## config.mk

```make
export PLATFORM = sky130hd
export DESIGN_NAME = bogr_queue
export DESIGN_NICKNAME = d
export VERILOG_FILES = /design/src/hw/rtl/box_occupancy_grid_rasterizer_defines.svh /design/src/hw/rtl/bogr_pkg.sv /design/src/hw/rtl/bogr_queue.sv
export SDC_FILE = /design/constraint.sdc
export NUM_CORES = 1
export LEC_CHECK = 0
export ABC_AREA = 1
export BUFFER_PORTS_ARGS = -buffer_cell sky130_fd_sc_hd__buf_2
export CAP_MARGIN = 10
export CORE_MARGIN = 10
export CORE_UTILIZATION = 30
export DETAILED_ROUTE_END_ITERATION = 7
export GPL_TIMING_DRIVEN = 0
export HOLD_SLACK_MARGIN = 0.06
export PLACE_DENSITY = 0.56
export SYNTH_ARGS = -nofsm -noshare
export SYNTH_HDL_FRONTEND = slang
export SYNTH_SLANG_ARGS = --single-unit
```

## constraint.sdc

```tcl
create_clock -name clk -period 9 [get_ports clk]
set_input_delay 0.45 -clock clk [delete_from_list [all_inputs] [get_ports clk]]
set_output_delay 0.45 -clock clk [all_outputs]
set_load 0.1 [all_outputs]
```

## src/hw/rtl/box_occupancy_grid_rasterizer_defines.svh

```systemverilog
// assertion helpers shared by the rasterizer modules
// each expects signals named clk and rst in the module that uses it
`ifndef BOX_OCCUPANCY_GRID_RASTERIZER_DEFINES_SVH
`define BOX_OCCUPANCY_GRID_RASTERIZER_DEFINES_SVH

// same-cycle implication
`define BOGR_ASSERT_NOW(name, cond, cons, msg) \
  name: assert property (@(posedge clk) disable iff (rst) (cond) |-> (cons)) \
    else $error(msg);

// next-cycle implication
`define BOGR_ASSERT_NEXT(name, cond, cons, msg) \
  name: assert property (@(posedge clk) disable iff (rst) (cond) |=> (cons)) \
    else $error(msg);

`endif

```

## src/hw/rtl/bogr_pkg.sv

```systemverilog
`timescale 1ns / 1ps
`default_nettype none
package bogr_pkg;

  localparam int GRID_CELLS_DEF = 32;
  localparam int QUEUE_DEPTH    = 2;

  // field widths
  localparam int COORD_W    = 20;
  localparam int TILE_W     = 14;
  localparam int REGION_W   = 7;
  localparam int THRESH_W   = 9;
  localparam int CELL_W     = 8;
  localparam int COUNT_W    = 13;
  localparam int CFG_IDX_W  = 3;
  localparam int CFG_DATA_W = 20;

  // internal arithmetic widths, doubled q16.4 units
  localparam int T2_W   = TILE_W + 1;
  localparam int OFF_W  = 22;
  localparam int ORG_W  = 24;
  localparam int NUM_W  = 24;
  localparam int MAG_W  = 23;
  localparam int QUO_W  = 25;
  localparam int EDGE_W = 25;
  localparam int SQ_W   = 2 * TILE_W;
  localparam int AREA_W = 2 * T2_W;
  localparam int NEED_W = AREA_W + 9;

  // register reset values
  localparam logic [TILE_W-1:0]   TILE_RESET   = TILE_W'(256);
  localparam logic [REGION_W-1:0] REGION_RESET = REGION_W'(32);
  localparam logic [THRESH_W-1:0] THRESH_RESET = THRESH_W'(128);

  typedef enum logic [1:0] {
    KIND_CLEAR = 2'd0,
    KIND_BOX   = 2'd1,
    KIND_CELL  = 2'd2,
    KIND_QUERY = 2'd3
  } kind_t;

  typedef enum logic [CFG_IDX_W-1:0] {
    REG_TILE_SIZE = 3'd0,
    REG_CENTER_X  = 3'd1,
    REG_CENTER_Y  = 3'd2,
    REG_REGION    = 3'd3,
    REG_THRESHOLD = 3'd4
  } cfg_reg_t;

  // room geometry derived from the registers
  typedef struct packed {
    logic [TILE_W-1:0]        t_eff;
    logic [T2_W-1:0]          t2;
    logic signed [ORG_W-1:0]  sx2;
    logic signed [ORG_W-1:0]  sy2;
    logic [NEED_W-1:0]        need;
  } geom_t;

  // classified work handed from front to back
  typedef struct packed {
    kind_t                     kind;
    logic                      span_empty;
    logic signed [CELL_W-1:0]  cell_row;
    logic signed [CELL_W-1:0]  cell_col;
    logic [CELL_W-1:0]         c0;
    logic [CELL_W-1:0]         c1;
    logic [CELL_W-1:0]         r0;
    logic [CELL_W-1:0]         r1;
    logic signed [COORD_W-1:0] box_left;
    logic signed [COORD_W-1:0] box_right;
    logic signed [COORD_W-1:0] box_top;
    logic signed [COORD_W-1:0] box_bottom;
  } cmd_t;

endpackage
`default_nettype wire

```

## src/hw/rtl/bogr_queue.sv

```systemverilog
`timescale 1ns / 1ps
`default_nettype none
module bogr_queue #(
  parameter int DEPTH = bogr_pkg::QUEUE_DEPTH
) (
  input  logic            clk,
  input  logic            rst,
  input  logic            push_valid,
  output logic            push_ready,
  input  bogr_pkg::cmd_t  push_cmd,
  output logic            pop_valid,
  input  logic            pop_ready,
  output bogr_pkg::cmd_t  pop_cmd
);
  import bogr_pkg::*;

  localparam int PW = (DEPTH > 1) ? $clog2(DEPTH) : 1;
  localparam int CW = $clog2(DEPTH + 1);

  cmd_t          slots [DEPTH];
  logic [PW-1:0] wptr;
  logic [PW-1:0] rptr;
  logic [CW-1:0] fill;
  logic          do_push;
  logic          do_pop;

  assign push_ready = (fill != CW'(DEPTH));
  assign pop_valid  = (fill != '0);
  assign pop_cmd    = slots[rptr];
  assign do_push    = push_valid && push_ready;
  assign do_pop     = pop_valid && pop_ready;

  always_ff @(posedge clk) begin
    if (rst) begin
      wptr <= '0;
      rptr <= '0;
      fill <= '0;
    end else begin
      if (do_push) begin
        wptr <= (wptr == PW'(DEPTH - 1)) ? '0 : wptr + PW'(1);
      end
      if (do_pop) begin
        rptr <= (rptr == PW'(DEPTH - 1)) ? '0 : rptr + PW'(1);
      end
      if (do_push && !do_pop) begin
        fill <= fill + CW'(1);
      end else if (do_pop && !do_push) begin
        fill <= fill - CW'(1);
      end
    end
    if (do_push) begin
      slots[wptr] <= push_cmd;
    end
  end
endmodule
`default_nettype wire

```

==> flow_summary.ini <==
[status]
run_status = completed

[drt]
drtIter0Drc = 247
ant_nets = 0
vias = 5480
viasPerCell = 4.15
drc_errors = 0
first_pass_iters = 4
wl_per_cell_um = 17.5
routed_wirelength_um = 23100

[logic_synthesis]
ys_warn_count = 0
synth_cell_types = 15
synth_flop_cell = edfxtp_1
async_flop_share_pct = 0
synth_nets = 581
synth-seq-cells = 267
synth_top_cell_by_area = edfxtp_1
synth_edf_count = 262
yosysSeqAreaShare_pct = 79.1
yosysTopAreaCellShare_pct = 78.2
ys_top_cells_by_count = edfxtp_1, mux2_4, mux2_2
synth_most_common_cell = edfxtp_1
syn_inst = 445
mappedNetlistArea_mm2 = 0.0101
synth_area_per_cell_um2 = 22.6
yosys-top-cells-area = edfxtp_1, mux2_4, mux2_2

[sta]
final_max_slew_viol_count = 0
max_freq_mhz = 403
worst_slew_pin_slew_ns = 0.545
finalClockSkew_ns = 0.0187
post-route-period-util_pct = 27.6
post-route-min-period_ns = 2.48
hold_viol_final = 0
setup_tns_ns = 0
slew_headroom_pct = 63.9
setup_violations = 0
hold_ws_ns = 0.0908
rsz0062_at_grt = false

[clock_tree]
cts_tree = yes
clk_pin_slew_ns = 0.06
cts-root-buf = clkbuf_16
clk_path_buf_depth = 3
cts_num_sinks = 267
cts_buffers = 30
post_cts.repair.setup_buffers = 0
cts_htree_levels = 1
insertion_delay_ns = 0.56
cts_hold_buf = 93
post_cts_resized = 0

[floorplanning]
initial_core_util_pct = 30.2
rows = 67
ioPinCount = 268
die_area_mm2 = 0.0413
die_y_um = 203
die_w_um = 203
placeableCoreArea_mm2 = 0.0333

[cells_and_area]
nNetsFinal = 983
area_delta_synth_final_pct = 39.3
layout-drive-gt1-share_pct = 53.2
post-route-util_pct = 42.1
n_fill_cell = 3045

[worst_hold_path]
worstHoldPathCells = 1
hold_class = in -> reg
holdPathEnd = slots[1][93]
min_from = push_cmd[93]

[power_and_ir_drop]
power_frac_seq_pct = 33.1
switching_share_pct = 44.4
total_leakage_power_nw = 5.43
peakVddDrop_mv = 0.221
clock_power_share_pct = 23.1
power.share.combinational_pct = 43.8
power_switching_mw = 2.15
p_int_mw = 2.69
power_density_mw_per_mm2 = 346

[place]
dp_hpwl_um = 16000
gp_congestion = 0.682
port_buffers = 267

[global_routing]
grt_use_total_pct = 10.9
antenna_found_initial = 4
grt_pass1_wl_um = 35500
grt_start_max_net_pins = 30
grt_overflow = 0
grt_pass1_vias = 6081

[worst_setup_path]
crit_type = reg -> out
arrival_ns = 2.03
path_max_fanout = 10
r2r_end = slots[1][88]
end_kind = output pin
crit_required_ns = 8.55
r2r_start = fill[0]
r2r_cells = 6
cp-start-kind = flip-flop
ff2ff_setup_slack_ns = 7.19

[job]
drv_cap = 0
registers in the layout, summed over array words and instances (netlist names), named ones only:
signal and flops:
fill 2, rptr 1, slots 262, wptr 1
layer usage:
metal / up-vias / wire, um / global-route usage (%) / share of wire (%)
met4: 2 / 526 / 2.98 / 2.3
met1: 2677 / 9270 / 12.6 / 40
li1: 2571 / - / - / -
met5: - / 9 / 0 / 0.039
met3: 45 / 1910 / 4.36 / 8.3
met2: 185 / 11400 / 18.4 / 49
kinds of logic (layout without fill, tap and decap cells):
group,after synthesis,after routing,share of synthesized area (%)
buffers and inverters,23,449,1.76
and+or+nand+nor,19,19,0.758
AOI/OAI and AO/OA,4,4,0.199
muxes,131,131,18.0
DFF,267,267,79.1
adders and majority gates,1,1,0.124
other,0,3,0
cells in the final DEF (no fill, tap or decap), types with 3 or more instances in the layout:
cell,instances
buf_2,271
edfxtp_1,262
dlygate4sd3_1,93
mux2_4,90
mux2_2,41
clkbuf_16,31
clkinv_1,11
buf_6,10
buf_12,10
nand2_1,9
inv_1,8
clkbuf_1,7
nor2_1,5
dfxtp_1,5
clkinv_2,4
diode_2,3
stage by stage:
stage          total power, mW  worst slack [ns]  cell area, um2  std cells
6_report                  4.85              6.52           14000       1322
5_1_grt                   5.03              6.40           14000       1321
3_5_place_dp              3.75              7.05           12200       1170
2_1_floorplan             3.43              1.61           10100        445
4_1_cts                   4.92              6.43           14000       1319
3_3_place_gp              3.77             -1.77           12000       1160
cell type report:
type                    count  area (um2)  share of cell area [%]
inverters                   8        30.0                   0.214
repair buffers            370        2470                    17.6
multi-input cells         155        1940                    13.8
well taps                 448         561                    4.00
flip-flops and latches    267        7970                    56.8
diodes                      3        7.51                  0.0535
plain buffers              15         148                    1.05
clock buffers              38         802                    5.72
clock inverters            18         108                   0.767
worst max-delay path by stage:
stage / from / end / slack, ns / cells after the start
finish: flip-flop / pop_cmd[106] / 6.52 / 5
global route: flip-flop / pop_cmd[75] / 6.40 / 5
CTS: flip-flop / pop_cmd[70] / 6.43 / 5
detailed placement: flip-flop / pop_cmd[70] / 7.05 / 5
global placement: push_valid / slots[0][88] / -1.77 / 3
floorplan: fill[0] / slots[0][0] / 1.61 / 4
power groups by stage:
stage	Clock (mW)	Combinational [mW]	Sequential (mW)
after floorplan	0	1.76	1.67
after global placement	0	2.07	1.70
after detailed placement	0	2.12	1.63
after CTS	1.16	2.16	1.61
after global routing	1.21	2.21	1.62
final	1.12	2.12	1.61
critical path, cell delays in order (launching register included):
cell and delay (ns):
dfxtp_1 0.32, buf_6 0.12, buf_8 0.18, buf_6 0.22, mux2_4 0.32, buf_2 0.29
Power figures use the tool's default switching activity.
