<file path="src/hw/rtl/box_occupancy_grid_rasterizer_defines.svh">
// assertion helpers shared by the rasterizer modules
// each expects signals named clk and rst in the module that uses it
`ifndef BOX_OCCUPANCY_GRID_RASTERIZER_DEFINES_SVH
`define BOX_OCCUPANCY_GRID_RASTERIZER_DEFINES_SVH

// same-cycle implication
`define BOGR_ASSERT_NOW(name, cond, cons, msg) \
  name: assert property (@(posedge clk) disable iff (rst) (cond) |-> (cons)) \
    else $error(msg);

// next-cycle implication
`define BOGR_ASSERT_NEXT(name, cond, cons, msg) \
  name: assert property (@(posedge clk) disable iff (rst) (cond) |=> (cons)) \
    else $error(msg);

`endif

</file>
<file path="src/hw/rtl/bogr_pkg.sv">
`timescale 1ns / 1ps
`default_nettype none
package bogr_pkg;

  localparam int GRID_CELLS_DEF = 32;
  localparam int QUEUE_DEPTH    = 2;

  // field widths
  localparam int COORD_W    = 20;
  localparam int TILE_W     = 14;
  localparam int REGION_W   = 7;
  localparam int THRESH_W   = 9;
  localparam int CELL_W     = 8;
  localparam int COUNT_W    = 13;
  localparam int CFG_IDX_W  = 3;
  localparam int CFG_DATA_W = 20;

  // internal arithmetic widths, doubled q16.4 units
  localparam int T2_W   = TILE_W + 1;
  localparam int OFF_W  = 22;
  localparam int ORG_W  = 24;
  localparam int NUM_W  = 24;
  localparam int MAG_W  = 23;
  localparam int QUO_W  = 25;
  localparam int EDGE_W = 25;
  localparam int SQ_W   = 2 * TILE_W;
  localparam int AREA_W = 2 * T2_W;
  localparam int NEED_W = AREA_W + 9;

  // register reset values
  localparam logic [TILE_W-1:0]   TILE_RESET   = TILE_W'(256);
  localparam logic [REGION_W-1:0] REGION_RESET = REGION_W'(32);
  localparam logic [THRESH_W-1:0] THRESH_RESET = THRESH_W'(128);

  typedef enum logic [1:0] {
    KIND_CLEAR = 2'd0,
    KIND_BOX   = 2'd1,
    KIND_CELL  = 2'd2,
    KIND_QUERY = 2'd3
  } kind_t;

  typedef enum logic [CFG_IDX_W-1:0] {
    REG_TILE_SIZE = 3'd0,
    REG_CENTER_X  = 3'd1,
    REG_CENTER_Y  = 3'd2,
    REG_REGION    = 3'd3,
    REG_THRESHOLD = 3'd4
  } cfg_reg_t;

  // room geometry derived from the registers
  typedef struct packed {
    logic [TILE_W-1:0]        t_eff;
    logic [T2_W-1:0]          t2;
    logic signed [ORG_W-1:0]  sx2;
    logic signed [ORG_W-1:0]  sy2;
    logic [NEED_W-1:0]        need;
  } geom_t;

  // classified work handed from front to back
  typedef struct packed {
    kind_t                     kind;
    logic                      span_empty;
    logic signed [CELL_W-1:0]  cell_row;
    logic signed [CELL_W-1:0]  cell_col;
    logic [CELL_W-1:0]         c0;
    logic [CELL_W-1:0]         c1;
    logic [CELL_W-1:0]         r0;
    logic [CELL_W-1:0]         r1;
    logic signed [COORD_W-1:0] box_left;
    logic signed [COORD_W-1:0] box_right;
    logic signed [COORD_W-1:0] box_top;
    logic signed [COORD_W-1:0] box_bottom;
  } cmd_t;

endpackage
`default_nettype wire

</file>
<file path="src/hw/rtl/bogr_ifs.sv">
`timescale 1ns / 1ps
`default_nettype none
interface bogr_item_if;
  import bogr_pkg::*;
  logic                      valid;
  logic                      ready;
  logic [1:0]                kind;
  logic signed [COORD_W-1:0] box_left;
  logic signed [COORD_W-1:0] box_right;
  logic signed [COORD_W-1:0] box_top;
  logic signed [COORD_W-1:0] box_bottom;
  logic signed [CELL_W-1:0]  cell_row;
  logic signed [CELL_W-1:0]  cell_col;
  modport source (output valid, kind, box_left, box_right, box_top, box_bottom,
                  cell_row, cell_col, input ready);
  modport sink (input valid, kind, box_left, box_right, box_top, box_bottom,
                cell_row, cell_col, output ready);
endinterface

`default_nettype wire

</file>
<file path="src/hw/rtl/bogr_front.sv">
`timescale 1ns / 1ps
`default_nettype none
`include "box_occupancy_grid_rasterizer_defines.svh"
module bogr_front #(
  parameter int GRID_CELLS = bogr_pkg::GRID_CELLS_DEF
) (
  input  logic           clk,
  input  logic           rst,
  bogr_item_if.sink      item,
  input  bogr_pkg::geom_t geom,
  output logic           push_valid,
  input  logic           push_ready,
  output bogr_pkg::cmd_t push_cmd
);
  import bogr_pkg::*;

  localparam int STEP_W = $clog2(MAG_W);
  localparam logic signed [QUO_W-1:0] G_MAX = QUO_W'(GRID_CELLS - 1);

  typedef enum logic [2:0] {F_IDLE, F_LOAD, F_DIV, F_STORE, F_SPAN, F_PUSH} fstate_t;

  fstate_t                  state;
  cmd_t                     cmd;
  logic [1:0]               idx;
  logic [STEP_W-1:0]        step;
  logic                     neg;
  logic [MAG_W-1:0]         dvd;
  logic [T2_W-1:0]          rem;
  logic signed [QUO_W-1:0]  quo [4];

  logic signed [NUM_W-1:0]  num;
  logic [NUM_W-1:0]         num_abs;
  logic [T2_W:0]            trial;
  logic                     ge;
  logic [T2_W-1:0]          rem_next;
  logic signed [QUO_W-1:0]  qa;
  logic signed [QUO_W-1:0]  rinc;
  logic                     want_ceil;
  logic signed [QUO_W-1:0]  q_round;
  logic signed [QUO_W-1:0]  c0c, c1c, r0c, r1c;
  logic                     span_empty;

  // numerator of the current division, doubled units
  always_comb begin
    case (idx)
      2'd0: num = NUM_W'($signed({cmd.box_left, 1'b0})) - geom.sx2;
      2'd1: num = NUM_W'($signed({cmd.box_right, 1'b0})) - geom.sx2;
      2'd2: num = geom.sy2 - NUM_W'($signed({cmd.box_top, 1'b0}));
      default: num = geom.sy2 - NUM_W'($signed({cmd.box_bottom, 1'b0}));
    endcase
  end

  assign num_abs  = num[NUM_W-1] ? NUM_W'(-num) : NUM_W'(num);

  // restoring divider, one quotient bit a cycle
  assign trial    = {rem, dvd[MAG_W-1]};
  assign ge       = (trial >= {1'b0, geom.t2});
  assign rem_next = ge ? T2_W'(trial - {1'b0, geom.t2}) : T2_W'(trial);

  // floor for left and bottom edges, ceiling for right and top
  assign qa        = $signed(QUO_W'(dvd));
  assign rinc      = (rem != '0) ? QUO_W'(1) : '0;
  assign want_ceil = (idx == 2'd1) || (idx == 2'd2);
  always_comb begin
    if (neg) begin
      q_round = want_ceil ? -qa : -qa - rinc;
    end else begin
      q_round = want_ceil ? qa + rinc : qa;
    end
  end

  // clip to grid
  assign c0c = (quo[0] < 0) ? '0 : quo[0];
  assign r0c = (quo[2] < 0) ? '0 : quo[2];
  assign c1c = (quo[1] > G_MAX) ? G_MAX : quo[1];
  assign r1c = (quo[3] > G_MAX) ? G_MAX : quo[3];
  assign span_empty = (quo[0] > G_MAX) || (quo[2] > G_MAX) || (quo[1] < 0) ||
                      (quo[3] < 0) || (c0c > c1c) || (r0c > r1c);

  assign item.ready = (state == F_IDLE);
  assign push_valid = (state == F_PUSH);
  assign push_cmd   = cmd;

  always_ff @(posedge clk) begin
    if (rst) begin
      state <= F_IDLE;
    end else begin
      unique case (state)
        F_IDLE: begin
          if (item.valid) begin
            cmd.kind       <= kind_t'(item.kind);
            cmd.span_empty <= 1'b0;
            cmd.cell_row   <= item.cell_row;
            cmd.cell_col   <= item.cell_col;
            cmd.c0         <= '0;
            cmd.c1         <= '0;
            cmd.r0         <= '0;
            cmd.r1         <= '0;
            cmd.box_left   <= item.box_left;
            cmd.box_right  <= item.box_right;
            cmd.box_top    <= item.box_top;
            cmd.box_bottom <= item.box_bottom;
            idx            <= 2'd0;
            state <= (kind_t'(item.kind) == KIND_BOX) ? F_LOAD : F_PUSH;
          end
        end
        F_LOAD: begin
          neg   <= num[NUM_W-1];
          dvd   <= num_abs[MAG_W-1:0];
          rem   <= '0;
          step  <= '0;
          state <= F_DIV;
        end
        F_DIV: begin
          dvd  <= {dvd[MAG_W-2:0], ge};
          rem  <= rem_next;
          step <= step + STEP_W'(1);
          if (step == STEP_W'(MAG_W - 1)) begin
            state <= F_STORE;
          end
        end
        F_STORE: begin
          quo[idx] <= q_round;
          if (idx == 2'd3) begin
            state <= F_SPAN;
          end else begin
            idx   <= idx + 2'd1;
            state <= F_LOAD;
          end
        end
        F_SPAN: begin
          cmd.span_empty <= span_empty;
          cmd.c0         <= c0c[CELL_W-1:0];
          cmd.c1         <= c1c[CELL_W-1:0];
          cmd.r0         <= r0c[CELL_W-1:0];
          cmd.r1         <= r1c[CELL_W-1:0];
          state          <= F_PUSH;
        end
        F_PUSH: begin
          if (push_ready) begin
            state <= F_IDLE;
          end
        end
        default: state <= F_IDLE;
      endcase
    end
  end

  `BOGR_ASSERT_NOW(a_span_in_grid, push_valid && push_cmd.kind == KIND_BOX && !push_cmd.span_empty, push_cmd.c0 <= push_cmd.c1 && push_cmd.r0 <= push_cmd.r1 && push_cmd.c1 < CELL_W'(GRID_CELLS), "box span outside grid")
endmodule
`default_nettype wire

</file>
<file path="src/flat_wrapper.sv">
// flat-port wrapper written by rule: the top's interface ports become plain ports
module bogr_front_flat import bogr_pkg::*;
#(
  parameter int GRID_CELLS = bogr_pkg::GRID_CELLS_DEF
)
  (clk, rst, geom, push_valid, push_ready, push_cmd, item_valid, item_kind, item_box_left, item_box_right, item_box_top, item_box_bottom, item_cell_row, item_cell_col, item_ready);
  bogr_item_if item_i ();
  input  logic clk;
  input  logic rst;
  input  bogr_pkg::geom_t geom;
  output logic push_valid;
  input  logic push_ready;
  output bogr_pkg::cmd_t push_cmd;
  input wire logic [$bits(item_i.valid)-1:0] item_valid;
  input wire logic [$bits(item_i.kind)-1:0] item_kind;
  input wire logic [$bits(item_i.box_left)-1:0] item_box_left;
  input wire logic [$bits(item_i.box_right)-1:0] item_box_right;
  input wire logic [$bits(item_i.box_top)-1:0] item_box_top;
  input wire logic [$bits(item_i.box_bottom)-1:0] item_box_bottom;
  input wire logic [$bits(item_i.cell_row)-1:0] item_cell_row;
  input wire logic [$bits(item_i.cell_col)-1:0] item_cell_col;
  output wire logic [$bits(item_i.ready)-1:0] item_ready;
  assign item_i.valid = item_valid;
  assign item_i.kind = item_kind;
  assign item_i.box_left = item_box_left;
  assign item_i.box_right = item_box_right;
  assign item_i.box_top = item_box_top;
  assign item_i.box_bottom = item_box_bottom;
  assign item_i.cell_row = item_cell_row;
  assign item_i.cell_col = item_cell_col;
  assign item_ready = item_i.ready;
  bogr_front #(.GRID_CELLS(GRID_CELLS)) u_core (.clk(clk), .rst(rst), .item(item_i), .geom(geom), .push_valid(push_valid), .push_ready(push_ready), .push_cmd(push_cmd));
endmodule
</file>
<file path="config.mk">
export PLATFORM = sky130hd
export DESIGN_NAME = bogr_front_flat
export DESIGN_NICKNAME = d
export VERILOG_FILES = /design/src/hw/rtl/bogr_pkg.sv /design/src/hw/rtl/bogr_ifs.sv /design/src/hw/rtl/bogr_front.sv /design/src/flat_wrapper.sv
export VERILOG_INCLUDE_DIRS = /design/src /design/src/hw/rtl
export SDC_FILE = /design/constraint.sdc
export NUM_CORES = 1
export LEC_CHECK = 0
export CELL_PAD_IN_SITES_DETAIL_PLACEMENT = 0
export CELL_PAD_IN_SITES_GLOBAL_PLACEMENT = 1
export CORE_UTILIZATION = 40
export DETAILED_ROUTE_END_ITERATION = 10
export DONT_BUFFER_PORTS = 1
export PLACE_DENSITY = 0.68
export RECOVER_POWER = 25
export SLEW_MARGIN = 25
export SYNTH_ARGS = -nofsm -noshare
export SYNTH_HDL_FRONTEND = slang
export SYNTH_SLANG_ARGS = --single-unit
</file>
<file path="constraint.sdc">
create_clock -name clk -period 14.58 [get_ports clk]
set_input_delay 0.729 -clock clk [delete_from_list [all_inputs] [get_ports clk]]
set_output_delay 0.729 -clock clk [all_outputs]
set_load 0.02 [all_outputs]
</file>
==> results.cfg <==
[timing]
setup_viol = 0
tns_ns = 0
timing.fmax_mhz = 188
final_max_slew_viol_count = 49
slew_headroom_pct = -54.8
grt_setup_unrepaired = no
finalHoldViolations = 0
finClkSkew_ns = 0.0144
finalCritPeriodShare_pct = 36.5
worstMarginPinSlew_ns = 2.32
post-route-min-period_ns = 5.33

[yosys]
synth_ff_type = edfxtp_1
netlist_instances = 1678
yosys_warnings = 0
synth-seq-cells = 280
syn-num-nets = 2018
synth_cell_type_count = 86
synth_area_sq_um = 17500
yosysSeqAreaShare_pct = 47.9
synth-async-reset-ratio_pct = 0
synth-edff-count = 277
avgSynthCellArea_sq_um = 10.4

[critical_path]
r2r_slack_ns = 9.25
cpMostUsedCell = o21ai_1
r2r_end = u_core.dvd[21]
path_cells = inv_1 > ha_1 > buf_4 > mux2i_1 > fa_1 > a211oi_1 > o21ai_1 > nor4b_1 > o21ai_1 > a211oi_2 > mux2i_1 > o21ai_1 > nand3_2 > a31oi_1 > xnor2_1 > mux2_2
worstRegToRegCells = 16
rr_startpoint = u_core.idx[0]
cpPeakStageDelay_ns = 0.58
critPathCapture = u_core.dvd[21]
cp-end-kind = flop
crit_type = reg -> reg
worstPathRequired_ns = 14.91
startpoint = u_core.idx[0]
cp_slowest_cell = mux2i_1
worstPathMaxFanout = 21
critPathLaunchType = flop
arrival_ns = 5.66

[power_and_ir_drop]
p_switching_mw = 0.945
p_leak_nw = 6.94
power.share.sequential_pct = 42.3
powerDensity_nw_per_um2 = 145
combPwrFrac_pct = 28.2
power.internal_mw = 1.83
netSwitchingFraction_pct = 34.0
p_clk_share_pct = 29.5
irDropWorstVdd_mv = 0.115

[cells_and_area]
drive_gt1_share_pct = 7.97
nFillCells = 4120
seq_area_sq_um = 8380
final_cells = 2267
multi_input_area_sq_um = 8530
nets = 1999
post-route-cell-area_sq_um = 19100
num_antenna_cells = 0
syn_to_final_growth_pct = 9.38

[global_route]
grt_overflow = 0
grt_pass1_vias = 12100
grt_antenna_before_repair = 0
grt_pass1_wl_um = 67100
grt_max_degree = 96
grtUsageTotal_pct = 19.1

[cts]
ctsHoldBuffers = 0
htreeDepth = 1
numCtsBuffers = 31
cts_tree = yes
root_buffer = clkbuf_16
clkSinkCount = 280
cts.clk_slew.worst_paths_ns = 0.06
cts_resized = 0
clk_path_buf_depth = 3
cts_setup_buffers = 0
clock_latency_ns = 0.59

[place]
dpl.hpwl_um = 33600
finalWeightedCongestion = 0.848
io_buffers = 0
dpl_cell_area_sq_um = 18100
post-place-cells = 2211

[worst_hold_path]
hold_depth = 1
worstHoldPathType = in -> reg

[drt]
ant_nets = 0
wirelength_um = 43000
wl_per_cell_um = 19.0
drtIter0Drc = 722
firstDrtPassIters = 7
drc = 0
avgViaCountPerCell = 5.50
dr_total_vias = 12500

[floorplanning]
core_area_sq_um = 43100
rows = 76
top_level_ports = 351
fp.dieArea_sq_um = 44600
start_util_pct = 40.6
die_w_um = 211
die_y_um = 211

[status]
status = finished, violations left
violations = max-capacitance violations, max-slew violations

[job]
max_cap_violations = 1
synth_stat cells, drive strengths merged, types with 5 or more instances:
cell type	instances	area share (%)
or2	11	0.39
mux2	25	1.6
nand3	36	1.1
nand4	34	1.2
nor2b	73	2.6
and2	13	0.47
a211o	5	0.25
nor3	40	1.2
nand2	148	3.2
and3	20	0.73
xor2	23	1.2
o31ai	11	0.47
o311ai	5	0.25
a211oi	18	0.80
a21boi	12	0.52
or3	20	0.74
o21a	16	0.69
o211ai	15	0.64
or4	5	0.24
clkbuf	41	1.2
nand2b	20	0.72
o21bai	9	0.39
xnor2	55	2.8
buf	26	0.77
o22ai	6	0.21
nor3b	9	0.39
a31oi	13	0.47
nor4	34	1.3
nor2	148	3.3
inv	81	1.7
ha	119	8.5
o21ai	76	2.2
edfxtp	277	48
o2111ai	8	0.40
mux2i	42	2.4
a21o	29	1.2
a21oi	98	2.8
layout make-up:
class | count | share of cell area (%)
multi-input cells | 1250 | 44.6
repair buffers | 15 | 0.589
well taps | 585 | 3.83
clock inverters | 23 | 1.53
flip-flops and latches | 280 | 43.8
clock buffers | 33 | 4.09
inverters | 81 | 1.59
routing by layer:
layer / up-vias / global-route usage [%] / share of wire [%]
li1: 6194 / - / -
met4: 0 / 4.50 / 2.0
met3: 59 / 3.69 / 5.0
met1: 5905 / 23.7 / 43
met2: 303 / 33.8 / 50
met5: - / 0 / 0
logic make-up (layout without fill, tap and decap cells):
| family | count (synthesis) | after routing | share of synthesized area (%) |
|---|---|---|---|
| flip-flops | 280 | 280 | 47.9 |
| adder cells (fa/ha/maj) | 122 | 122 | 8.86 |
| buffers and inverters | 148 | 152 | 3.70 |
| AND/OR/NAND/NOR | 626 | 626 | 18.4 |
| XOR/XNOR | 78 | 78 | 3.91 |
| AO/OA/AOI/OAI | 356 | 356 | 13.1 |
| multiplexers | 68 | 68 | 4.14 |
registers in the layout, indices dropped and copies added (netlist names):
register and cells:
u_core.dvd 23, u_core.rem 15, u_core.idx 2, u_core.neg 1, u_core.state 3, u_core.step 5
u_core.quo 100, u_core.push_cmd 131
worst max-delay path, delay by kind of cell, from the launching register on:
kind | cells | cell delay [ns]
AO/OA/AOI/OAI | 6 | 1.63
XOR/XNOR | 1 | 0.10
adder cells (fa/ha/maj) | 2 | 0.50
buffers and inverters | 2 | 0.44
flip-flops | 1 | 0.45
multiplexers | 3 | 1.00
AND/OR/NAND/NOR | 2 | 0.89
power groups by stage:
stage	Combinational (mW)	Sequential, mW	Clock (mW)
3_3_place_gp	0.774	1.19	0
4_1_cts	0.789	1.18	0.844
2_1_floorplan	0.636	1.15	0
3_5_place_dp	0.786	1.19	0
6_report	0.785	1.17	0.820
5_1_grt	0.878	1.19	0.869
stage by stage:
step / utilization (%) / hold slack [ns] / total power, mW / setup slack, ns
after detailed placement: 41.9 / 0.556 / 1.98 / 9.35
after CTS: 44.4 / 0.173 / 2.81 / 9.32
after global routing: 44.4 / 0.174 / 2.93 / 8.95
final: 44.4 / 0.209 / 2.78 / 9.25
after floorplan: - / 0.525 / 1.78 / 8.72
after global placement: 41.9 / 0.557 / 1.96 / 9.41
cell usage in the layout (no fill, tap or decap), types with 18 or more instances in the layout:
master,n
nor4_1,32
nor2_1,143
nand4_1,34
nor2b_1,73
and3_1,18
clkbuf_16,31
nand2b_1,20
inv_1,81
nor3_1,37
edfxtp_1,277
mux2i_1,42
ha_1,119
xnor2_1,55
a21oi_1,96
nand2_1,147
nand3_1,34
mux2_2,25
a21o_1,29
xor2_1,23
o21ai_0,68
worst min-delay path by stage:
stage | startpoint | endpoint | slack, ns
2_1_floorplan | u_core.quo[1][4] | u_core.push_cmd[100] | 0.53
3_3_place_gp | u_core.quo[3][3] | u_core.push_cmd[83] | 0.56
3_5_place_dp | u_core.quo[3][3] | u_core.push_cmd[83] | 0.56
4_1_cts | rst | u_core.state[0] | 0.17
5_1_grt | rst | u_core.state[0] | 0.17
6_report | rst | u_core.state[0] | 0.21
Power figures use the tool's default switching activity.
