[src/hw/rtl/box_occupancy_grid_rasterizer_defines.svh]
// assertion helpers shared by the rasterizer modules
// each expects signals named clk and rst in the module that uses it
`ifndef BOX_OCCUPANCY_GRID_RASTERIZER_DEFINES_SVH
`define BOX_OCCUPANCY_GRID_RASTERIZER_DEFINES_SVH

// same-cycle implication
`define BOGR_ASSERT_NOW(name, cond, cons, msg) \
  name: assert property (@(posedge clk) disable iff (rst) (cond) |-> (cons)) \
    else $error(msg);

// next-cycle implication
`define BOGR_ASSERT_NEXT(name, cond, cons, msg) \
  name: assert property (@(posedge clk) disable iff (rst) (cond) |=> (cons)) \
    else $error(msg);

`endif

[src/hw/rtl/bogr_pkg.sv]
`timescale 1ns / 1ps
`default_nettype none
package bogr_pkg;

  localparam int GRID_CELLS_DEF = 32;
  localparam int QUEUE_DEPTH    = 2;

  // field widths
  localparam int COORD_W    = 20;
  localparam int TILE_W     = 14;
  localparam int REGION_W   = 7;
  localparam int THRESH_W   = 9;
  localparam int CELL_W     = 8;
  localparam int COUNT_W    = 13;
  localparam int CFG_IDX_W  = 3;
  localparam int CFG_DATA_W = 20;

  // internal arithmetic widths, doubled q16.4 units
  localparam int T2_W   = TILE_W + 1;
  localparam int OFF_W  = 22;
  localparam int ORG_W  = 24;
  localparam int NUM_W  = 24;
  localparam int MAG_W  = 23;
  localparam int QUO_W  = 25;
  localparam int EDGE_W = 25;
  localparam int SQ_W   = 2 * TILE_W;
  localparam int AREA_W = 2 * T2_W;
  localparam int NEED_W = AREA_W + 9;

  // register reset values
  localparam logic [TILE_W-1:0]   TILE_RESET   = TILE_W'(256);
  localparam logic [REGION_W-1:0] REGION_RESET = REGION_W'(32);
  localparam logic [THRESH_W-1:0] THRESH_RESET = THRESH_W'(128);

  typedef enum logic [1:0] {
    KIND_CLEAR = 2'd0,
    KIND_BOX   = 2'd1,
    KIND_CELL  = 2'd2,
    KIND_QUERY = 2'd3
  } kind_t;

  typedef enum logic [CFG_IDX_W-1:0] {
    REG_TILE_SIZE = 3'd0,
    REG_CENTER_X  = 3'd1,
    REG_CENTER_Y  = 3'd2,
    REG_REGION    = 3'd3,
    REG_THRESHOLD = 3'd4
  } cfg_reg_t;

  // room geometry derived from the registers
  typedef struct packed {
    logic [TILE_W-1:0]        t_eff;
    logic [T2_W-1:0]          t2;
    logic signed [ORG_W-1:0]  sx2;
    logic signed [ORG_W-1:0]  sy2;
    logic [NEED_W-1:0]        need;
  } geom_t;

  // classified work handed from front to back
  typedef struct packed {
    kind_t                     kind;
    logic                      span_empty;
    logic signed [CELL_W-1:0]  cell_row;
    logic signed [CELL_W-1:0]  cell_col;
    logic [CELL_W-1:0]         c0;
    logic [CELL_W-1:0]         c1;
    logic [CELL_W-1:0]         r0;
    logic [CELL_W-1:0]         r1;
    logic signed [COORD_W-1:0] box_left;
    logic signed [COORD_W-1:0] box_right;
    logic signed [COORD_W-1:0] box_top;
    logic signed [COORD_W-1:0] box_bottom;
  } cmd_t;

endpackage
`default_nettype wire

[src/hw/rtl/bogr_ifs.sv]
`timescale 1ns / 1ps
`default_nettype none


interface bogr_result_if;
  import bogr_pkg::*;
  logic               valid;
  logic               ready;
  logic               blocked;
  logic [COUNT_W-1:0] cells_marked;
  modport source (output valid, blocked, cells_marked, input ready);
  modport sink (input valid, blocked, cells_marked, output ready);
endinterface

`default_nettype wire

[src/hw/rtl/bogr_ram.sv]
`timescale 1ns / 1ps
`default_nettype none
module bogr_ram #(
  parameter int WIDTH = bogr_pkg::GRID_CELLS_DEF,
  parameter int DEPTH = bogr_pkg::GRID_CELLS_DEF,
  localparam int AW = $clog2(DEPTH)
) (
  input  logic             clk,
  input  logic             we,
  input  logic [AW-1:0]    waddr,
  input  logic [WIDTH-1:0] wdata,
  input  logic [AW-1:0]    raddr,
  output logic [WIDTH-1:0] rdata
);
  logic [WIDTH-1:0] mem [DEPTH];

  always_ff @(posedge clk) begin
    if (we) begin
      mem[waddr] <= wdata;
    end
    rdata <= mem[raddr];
  end
endmodule
`default_nettype wire

[src/hw/rtl/bogr_back.sv]
`timescale 1ns / 1ps
`default_nettype none
`include "box_occupancy_grid_rasterizer_defines.svh"
module bogr_back #(
  parameter int GRID_CELLS = bogr_pkg::GRID_CELLS_DEF
) (
  input  logic            clk,
  input  logic            rst,
  input  bogr_pkg::geom_t geom,
  input  logic            pop_valid,
  output logic            pop_ready,
  input  bogr_pkg::cmd_t  pop_cmd,
  bogr_result_if.source   result
);
  import bogr_pkg::*;

  localparam int RW = $clog2(GRID_CELLS);
  localparam logic signed [CELL_W-1:0] G_LIM = CELL_W'(GRID_CELLS);

  typedef enum logic [3:0] {
    B_FETCH, B_CELL_RD, B_CELL_UPD, B_BOX_SETUP, B_ROW_RD, B_ROW_LOAD,
    B_AREA, B_TEST, B_ROW_WR
  } bstate_t;

  bstate_t                   state;
  cmd_t                      cur;
  logic [RW-1:0]             row;
  logic [RW-1:0]             col;
  logic [GRID_CELLS-1:0]     row_valid;
  logic [GRID_CELLS-1:0]     rowbuf;
  logic signed [EDGE_W-1:0]  cl_start;
  logic signed [EDGE_W-1:0]  cl;
  logic signed [EDGE_W-1:0]  ct;
  logic [AREA_W-1:0]         area;
  logic [COUNT_W-1:0]        count;
  logic                      res_valid;
  logic                      res_blocked;
  logic [COUNT_W-1:0]        res_count;

  logic                      slot_free;
  logic                      res_set;
  logic                      cell_ok;
  logic                      ram_we;
  logic [GRID_CELLS-1:0]     ram_wdata;
  logic [GRID_CELLS-1:0]     ram_rdata;
  logic [GRID_CELLS-1:0]     cell_word;
  logic                      cell_bit;
  logic signed [EDGE_W-1:0]  bl2, br2, bt2, bb2, t2s, cr, cb;
  logic signed [EDGE_W-1:0]  il, ir, it, ib, dx, dy;
  logic [AREA_W-1:0]         area_next;
  logic                      hit;
  logic [EDGE_W-1:0]         c0t, r0t;

  bogr_ram #(.WIDTH(GRID_CELLS), .DEPTH(GRID_CELLS)) u_grid (
    .clk   (clk),
    .we    (ram_we),
    .waddr (row),
    .wdata (ram_wdata),
    .raddr (row),
    .rdata (ram_rdata)
  );

  assign slot_free = !res_valid || result.ready;
  assign pop_ready = (state == B_FETCH) && slot_free;
  assign cell_ok   = (pop_cmd.cell_row >= 8'sd0) && (pop_cmd.cell_row < G_LIM) &&
                     (pop_cmd.cell_col >= 8'sd0) && (pop_cmd.cell_col < G_LIM);

  // a result word is loaded this cycle
  assign res_set = (state == B_FETCH && pop_valid && slot_free &&
                    (pop_cmd.kind == KIND_CLEAR ||
                     (pop_cmd.kind == KIND_BOX && pop_cmd.span_empty) ||
                     ((pop_cmd.kind == KIND_CELL || pop_cmd.kind == KIND_QUERY) &&
                      !cell_ok))) ||
                   (state == B_CELL_UPD) ||
                   (state == B_ROW_WR && row == cur.r1[RW-1:0]);

  // rows never written since the last clear read as empty
  assign cell_word = row_valid[row] ? ram_rdata : '0;
  assign cell_bit  = cell_word[col];
  assign ram_we    = (state == B_ROW_WR) ||
                     (state == B_CELL_UPD && cur.kind == KIND_CELL && !cell_bit);
  assign ram_wdata = (state == B_ROW_WR) ? rowbuf
                                         : (cell_word | (GRID_CELLS'(1) << col));

  // cell overlap
  assign bl2 = EDGE_W'($signed({cur.box_left, 1'b0}));
  assign br2 = EDGE_W'($signed({cur.box_right, 1'b0}));
  assign bt2 = EDGE_W'($signed({cur.box_top, 1'b0}));
  assign bb2 = EDGE_W'($signed({cur.box_bottom, 1'b0}));
  assign t2s = $signed(EDGE_W'(geom.t2));
  assign cr  = cl + t2s;
  assign cb  = ct - t2s;
  assign il  = (bl2 > cl) ? bl2 : cl;
  assign ir  = (br2 < cr) ? br2 : cr;
  assign it  = (bt2 < ct) ? bt2 : ct;
  assign ib  = (bb2 > cb) ? bb2 : cb;
  assign dx  = ir - il;
  assign dy  = it - ib;
  assign area_next = (dx > 0 && dy > 0) ?
                     AREA_W'(dx[T2_W-1:0]) * AREA_W'(dy[T2_W-1:0]) : '0;
  assign hit = ({1'b0, area, 8'b0} >= geom.need);

  assign c0t = EDGE_W'(cur.c0[RW-1:0]) * EDGE_W'(geom.t_eff);
  assign r0t = EDGE_W'(cur.r0[RW-1:0]) * EDGE_W'(geom.t_eff);

  assign result.valid        = res_valid;
  assign result.blocked      = res_blocked;
  assign result.cells_marked = res_count;

  always_ff @(posedge clk) begin
    if (rst) begin
      state     <= B_FETCH;
      res_valid <= 1'b0;
      row_valid <= '0;
    end else begin
      if (res_set) begin
        res_valid <= 1'b1;
      end else if (result.ready) begin
        res_valid <= 1'b0;
      end
      unique case (state)
        B_FETCH: begin
          if (pop_valid && slot_free) begin
            cur   <= pop_cmd;
            count <= '0;
            unique case (pop_cmd.kind)
              KIND_CLEAR: begin
                row_valid   <= '0;
                res_blocked <= 1'b0;
                res_count   <= '0;
              end
              KIND_BOX: begin
                if (pop_cmd.span_empty) begin
                  res_blocked <= 1'b0;
                  res_count   <= '0;
                end else begin
                  row   <= pop_cmd.r0[RW-1:0];
                  state <= B_BOX_SETUP;
                end
              end
              KIND_CELL, KIND_QUERY: begin
                if (cell_ok) begin
                  row   <= pop_cmd.cell_row[RW-1:0];
                  col   <= pop_cmd.cell_col[RW-1:0];
                  state <= B_CELL_RD;
                end else begin
                  res_blocked <= (pop_cmd.kind == KIND_QUERY);
                  res_count   <= '0;
                end
              end
              default: ;
            endcase
          end
        end
        B_CELL_RD: state <= B_CELL_UPD;
        B_CELL_UPD: begin
          if (cur.kind == KIND_QUERY) begin
            res_blocked <= cell_bit;
            res_count   <= '0;
          end else begin
            res_blocked <= 1'b0;
            res_count   <= cell_bit ? '0 : COUNT_W'(1);
            row_valid[row] <= 1'b1;
          end
          state <= B_FETCH;
        end
        B_BOX_SETUP: begin
          cl_start <= EDGE_W'(geom.sx2) + {c0t[EDGE_W-2:0], 1'b0} -
                      EDGE_W'(geom.t_eff);
          ct       <= EDGE_W'(geom.sy2) - {r0t[EDGE_W-2:0], 1'b0} +
                      EDGE_W'(geom.t_eff);
          state    <= B_ROW_RD;
        end
        B_ROW_RD: state <= B_ROW_LOAD;
        B_ROW_LOAD: begin
          rowbuf <= cell_word;
          cl     <= cl_start;
          col    <= cur.c0[RW-1:0];
          state  <= B_AREA;
        end
        B_AREA: begin
          area  <= area_next;
          state <= B_TEST;
        end
        B_TEST: begin
          if (hit && !rowbuf[col]) begin
            rowbuf[col] <= 1'b1;
            count       <= count + COUNT_W'(1);
          end
          if (col == cur.c1[RW-1:0]) begin
            state <= B_ROW_WR;
          end else begin
            col   <= col + RW'(1);
            cl    <= cl + t2s;
            state <= B_AREA;
          end
        end
        B_ROW_WR: begin
          row_valid[row] <= 1'b1;
          if (row == cur.r1[RW-1:0]) begin
            res_blocked <= 1'b0;
            res_count   <= count;
            state       <= B_FETCH;
          end else begin
            row   <= row + RW'(1);
            ct    <= ct - t2s;
            state <= B_ROW_RD;
          end
        end
        default: state <= B_FETCH;
      endcase
    end
  end

  `BOGR_ASSERT_NOW(a_walk_in_span, state == B_TEST, col >= cur.c0[RW-1:0] && col <= cur.c1[RW-1:0], "column walk left its span")
  `BOGR_ASSERT_NOW(a_query_no_marks, res_valid && res_blocked, res_count == '0, "blocked word carries a mark count")
  `BOGR_ASSERT_NEXT(a_clear_empties, pop_valid && pop_ready && pop_cmd.kind == KIND_CLEAR, row_valid == '0, "clear left rows valid")
endmodule
`default_nettype wire

[src/flat_wrapper.sv]
// flat-port wrapper written by rule: the top's interface ports become plain ports
module bogr_back_flat import bogr_pkg::*;
#(
  parameter int GRID_CELLS = bogr_pkg::GRID_CELLS_DEF
)
  (clk, rst, geom, pop_valid, pop_ready, pop_cmd, result_valid, result_blocked, result_cells_marked, result_ready);
  bogr_result_if result_i ();
  input  logic clk;
  input  logic rst;
  input  bogr_pkg::geom_t geom;
  input  logic pop_valid;
  output logic pop_ready;
  input  bogr_pkg::cmd_t pop_cmd;
  output wire logic [$bits(result_i.valid)-1:0] result_valid;
  output wire logic [$bits(result_i.blocked)-1:0] result_blocked;
  output wire logic [$bits(result_i.cells_marked)-1:0] result_cells_marked;
  input wire logic [$bits(result_i.ready)-1:0] result_ready;
  assign result_valid = result_i.valid;
  assign result_blocked = result_i.blocked;
  assign result_cells_marked = result_i.cells_marked;
  assign result_i.ready = result_ready;
  bogr_back #(.GRID_CELLS(GRID_CELLS)) u_core (.clk(clk), .rst(rst), .geom(geom), .pop_valid(pop_valid), .pop_ready(pop_ready), .pop_cmd(pop_cmd), .result(result_i));
endmodule
[config.mk]
export PLATFORM = sky130hd
export DESIGN_NAME = bogr_back_flat
export DESIGN_NICKNAME = d
export VERILOG_FILES = /design/src/hw/rtl/bogr_pkg.sv /design/src/hw/rtl/bogr_ifs.sv /design/src/hw/rtl/bogr_ram.sv /design/src/hw/rtl/bogr_back.sv /design/src/flat_wrapper.sv
export VERILOG_INCLUDE_DIRS = /design/src /design/src/hw/rtl
export SDC_FILE = /design/constraint.sdc
export NUM_CORES = 2
export LEC_CHECK = 0
export BUFFER_PORTS_ARGS = -buffer_cell sky130_fd_sc_hd__buf_2
export CORE_ASPECT_RATIO = 1.75
export CORE_MARGIN = 3
export CORE_UTILIZATION = 45
export CTS_BUF_LIST = sky130_fd_sc_hd__clkbuf_4
export DETAILED_ROUTE_END_ITERATION = 16
export GPL_ROUTABILITY_DRIVEN = 0
export PLACE_DENSITY = 0.63
export SYNTH_ARGS = -nofsm -noshare
export SYNTH_HDL_FRONTEND = slang
export SYNTH_SLANG_ARGS = --single-unit
[constraint.sdc]
create_clock -name clk -period 21.3 [get_ports clk]
set_input_delay 4.26 -clock clk [delete_from_list [all_inputs] [get_ports clk]]
set_output_delay 4.26 -clock clk [all_outputs]
set_load 0.005 [all_outputs]
==> reports/results.txt <==
Outcome: completed
Final max-slew violation count: 0
Drt total wl: 221 mm
Post CTS Setup Buffer Count: 0
Seq/Total Area, Yosys: 54.1%
Routed length per instance: 26.1 um
Initial antenna violation count: 18
Number of synthesized flops with an enable pin: 1300
CTS Buf Count: 320
Routed Antenna Nets: 0
Synth top area share: 52.3%
Latest clock arrival within the worst-skew pair: 1.15 ns
Die area: 171000 um2
CTS tree: built
Cts repair resizes: 0
DR iter-0 viols: 4492
Die Y-Extent: 545 um
Setup TNS: 0 ns
Hold Crit Class: reg -> reg
CP peak stage delay: 0.84 ns
Mean Syn Cell Area: 13.4 um2
Synthesized flop and latch total: 1369
IO Port Bufs: 254
Drt via density: 5.88
Max Fanout on Critical Path: 32
Final hold vios: 0
Top_reg_cell synth: edfxtp_1
Worst-Margin Slew: 1.36 ns
Fmax achieved: 59.1 MHz
Clock skew: 0.157 ns
Total number of vias: 49708
Synth async-reset ratio: 0%
Yosys top cell by area: edfxtp_1
R2R cell count: 53
Clock buffer depth: 4
GRT overflow: 0
GRT Util Overall: 25.6%
Syn Std Cell Area: 74700 um2
Most used cell, CP: fa_1
Largest cells by area after synthesis: edfxtp_1, mux4_2, fa_1, ha_1, inv_1
Fraction of layout cells with a size suffix above 1: 20.3%
RSZ-0062 raised after global routing: no
Hold Buf Count CTS: 0
FF-to-FF Start: u_core.cl[0]
Crit path time final: 16.92 ns
HPWL Detailed: 152 mm
Clock slew at reported path FFs: 0.07 ns
Starting Density: 45.3%
Critical path type: in -> reg
NumNets Final: 6975
# DRC: 0
Core Area: 165000 um2
Critical R2R Capture: u_core.area[29]
Setup crit end: u_core.area[29]
Crit. End Element: flop
Post-synth net total: 6500
First-pass GRT wire length: 320 mm
Largest net degree at the start of global routing: 108
Crit path DAT: 17.67 ns
Ys Warns: 0
Critical path startpoint: geom[87]
1st-pass router iterations: 5
CTS Root Cell: clkbuf_4
IO Pins: 267
Clock Sinks: 1369
Startpoint Class: input port
Layout area overhead: 11.6%
Max-Slew Margin vs Limit: 9.39%
Netlist cell types: 76
Die X: 314 um
Max cap viols: 0
R2R Setup Slk: 7.25 ns
Final worst path period share: 79.4%
Slowest CP cell: a21oi_4
Req. time, crit path: 22.06 ns
Number of global-route vias before repair: 50888
H-tree levels: 5
Final setup vio count: 0
Row cnt: 197
Post-Synthesis Cells: 5558
cells in the mapped netlist, types with 73 or more instances:
library cell / number
clkbuf_1: 189
nand2_1: 362
and2_1: 91
nor2_1: 379
inv_1: 500
o21ai_0: 198
xnor2_1: 123
a22oi_1: 131
fa_1: 270
a21oi_1: 281
edfxtp_1: 1300
ha_1: 421
mux4_2: 281
nor3_1: 73
registers in the layout, indices dropped and copies added (netlist names), 13 cells and up:
| name | count |
|---|---|
| u_core.area | 30 |
| u_core.bb2 | 20 |
| u_core.bl2 | 20 |
| u_core.br2 | 20 |
| u_core.bt2 | 20 |
| u_core.cl | 25 |
| u_core.cl_start | 25 |
| u_core.count | 13 |
| u_core.ct | 25 |
| u_core.cur | 22 |
| u_core.result.cells_marked | 13 |
| u_core.row_valid | 32 |
| u_core.rowbuf | 32 |
| u_core.u_grid.mem | 1024 |
| u_core.u_grid.rdata | 32 |
worst min-delay path by stage:
stage / startpoint / endpoint / slack (ns) / cells past startpoint
CTS: u_core.row_valid[18] / u_core.row_valid[18] / 0.47 / 2
detailed placement: u_core.row_valid[18] / u_core.row_valid[18] / 0.45 / 2
floorplan: u_core.row_valid[10] / u_core.row_valid[10] / 0.43 / 2
finish: u_core.row_valid[18] / u_core.row_valid[18] / 0.46 / 2
global route: u_core.row_valid[18] / u_core.row_valid[18] / 0.49 / 2
global placement: u_core.row_valid[7] / u_core.row_valid[7] / 0.44 / 2
routing by layer:
| metal | wire length, um | share of wire (%) | vias up | global-route usage (%) |
|---|---|---|---|---|
| li1 | - | - | 21742 | - |
| met1 | 73600 | 33 | 25144 | 27.4 |
| met2 | 117000 | 53 | 2165 | 46.8 |
| met3 | 15200 | 6.9 | 647 | 4.53 |
| met4 | 14400 | 6.5 | 10 | 15.3 |
| met5 | 60 | 0.027 | - | 0 |
stage by stage:
step | std cells | cell area (um2) | hold WS [ns] | setup WS, ns | utilization [%]
2_1_floorplan | 5558 | 74700 | 0.431 | 5.67 | -
3_3_place_gp | 7900 | 79400 | 0.442 | 3.68 | 48.2
3_5_place_dp | 7900 | 79400 | 0.450 | 3.52 | 48.2
4_1_cts | 8441 | 83300 | 0.467 | 4.68 | 50.6
5_1_grt | 8449 | 83300 | 0.492 | 3.70 | 50.6
6_report | 8455 | 83300 | 0.464 | 4.38 | 50.6
critical path: cells and delay by family:
kind / cells / cell delay, ns
AO/OA/AOI/OAI: 19 / 5.64
buffers and inverters: 9 / 0.79
adder cells (fa/ha/maj): 12 / 4.94
AND/OR/NAND/NOR: 11 / 1.45
XOR/XNOR: 3 / 0.53
placed cells by master (no fill, tap or decap), drive strengths merged, types with 69 or more instances in the layout:
cell       n
buf      382
and2      91
nand2    363
nor2     379
dfxtp     69
a21oi    281
fa       270
o21ai    200
xor2      72
xnor2    123
a21o      70
inv      509
mux4     281
ha       421
clkbuf   446
a22oi    131
clkinv    76
nor3      73
edfxtp  1300
cell families (layout without fill, tap and decap cells):
kind of cell    Yosys count  count (layout)  share of synthesized area (%)
flops                  1369            1369                           54.1
simple gates           1272            1272                           8.05
compound gates          950             950                           8.08
buf+inv                 729            1423                           3.70
fa+ha+maj               692             692                           14.3
mux                     350             350                           9.41
xor+xnor                196             196                           2.32
other cells               0              14                              0
final cells by class:
cell class                 instances  area, um2
sequential                      1369      40400
multi-input combinational       3460      32100
tap                             2189       2740
fill                           14393      81300
inverter                         500       1880
clock inverter                    95        567
timing repair buffer             382       2280
clock buffer                     446       3350
antenna                           14       35.0
Power is left out: the tool's default activity adds up to more than one toggle a clock period on the data nets, which glitch-free logic cannot reach.
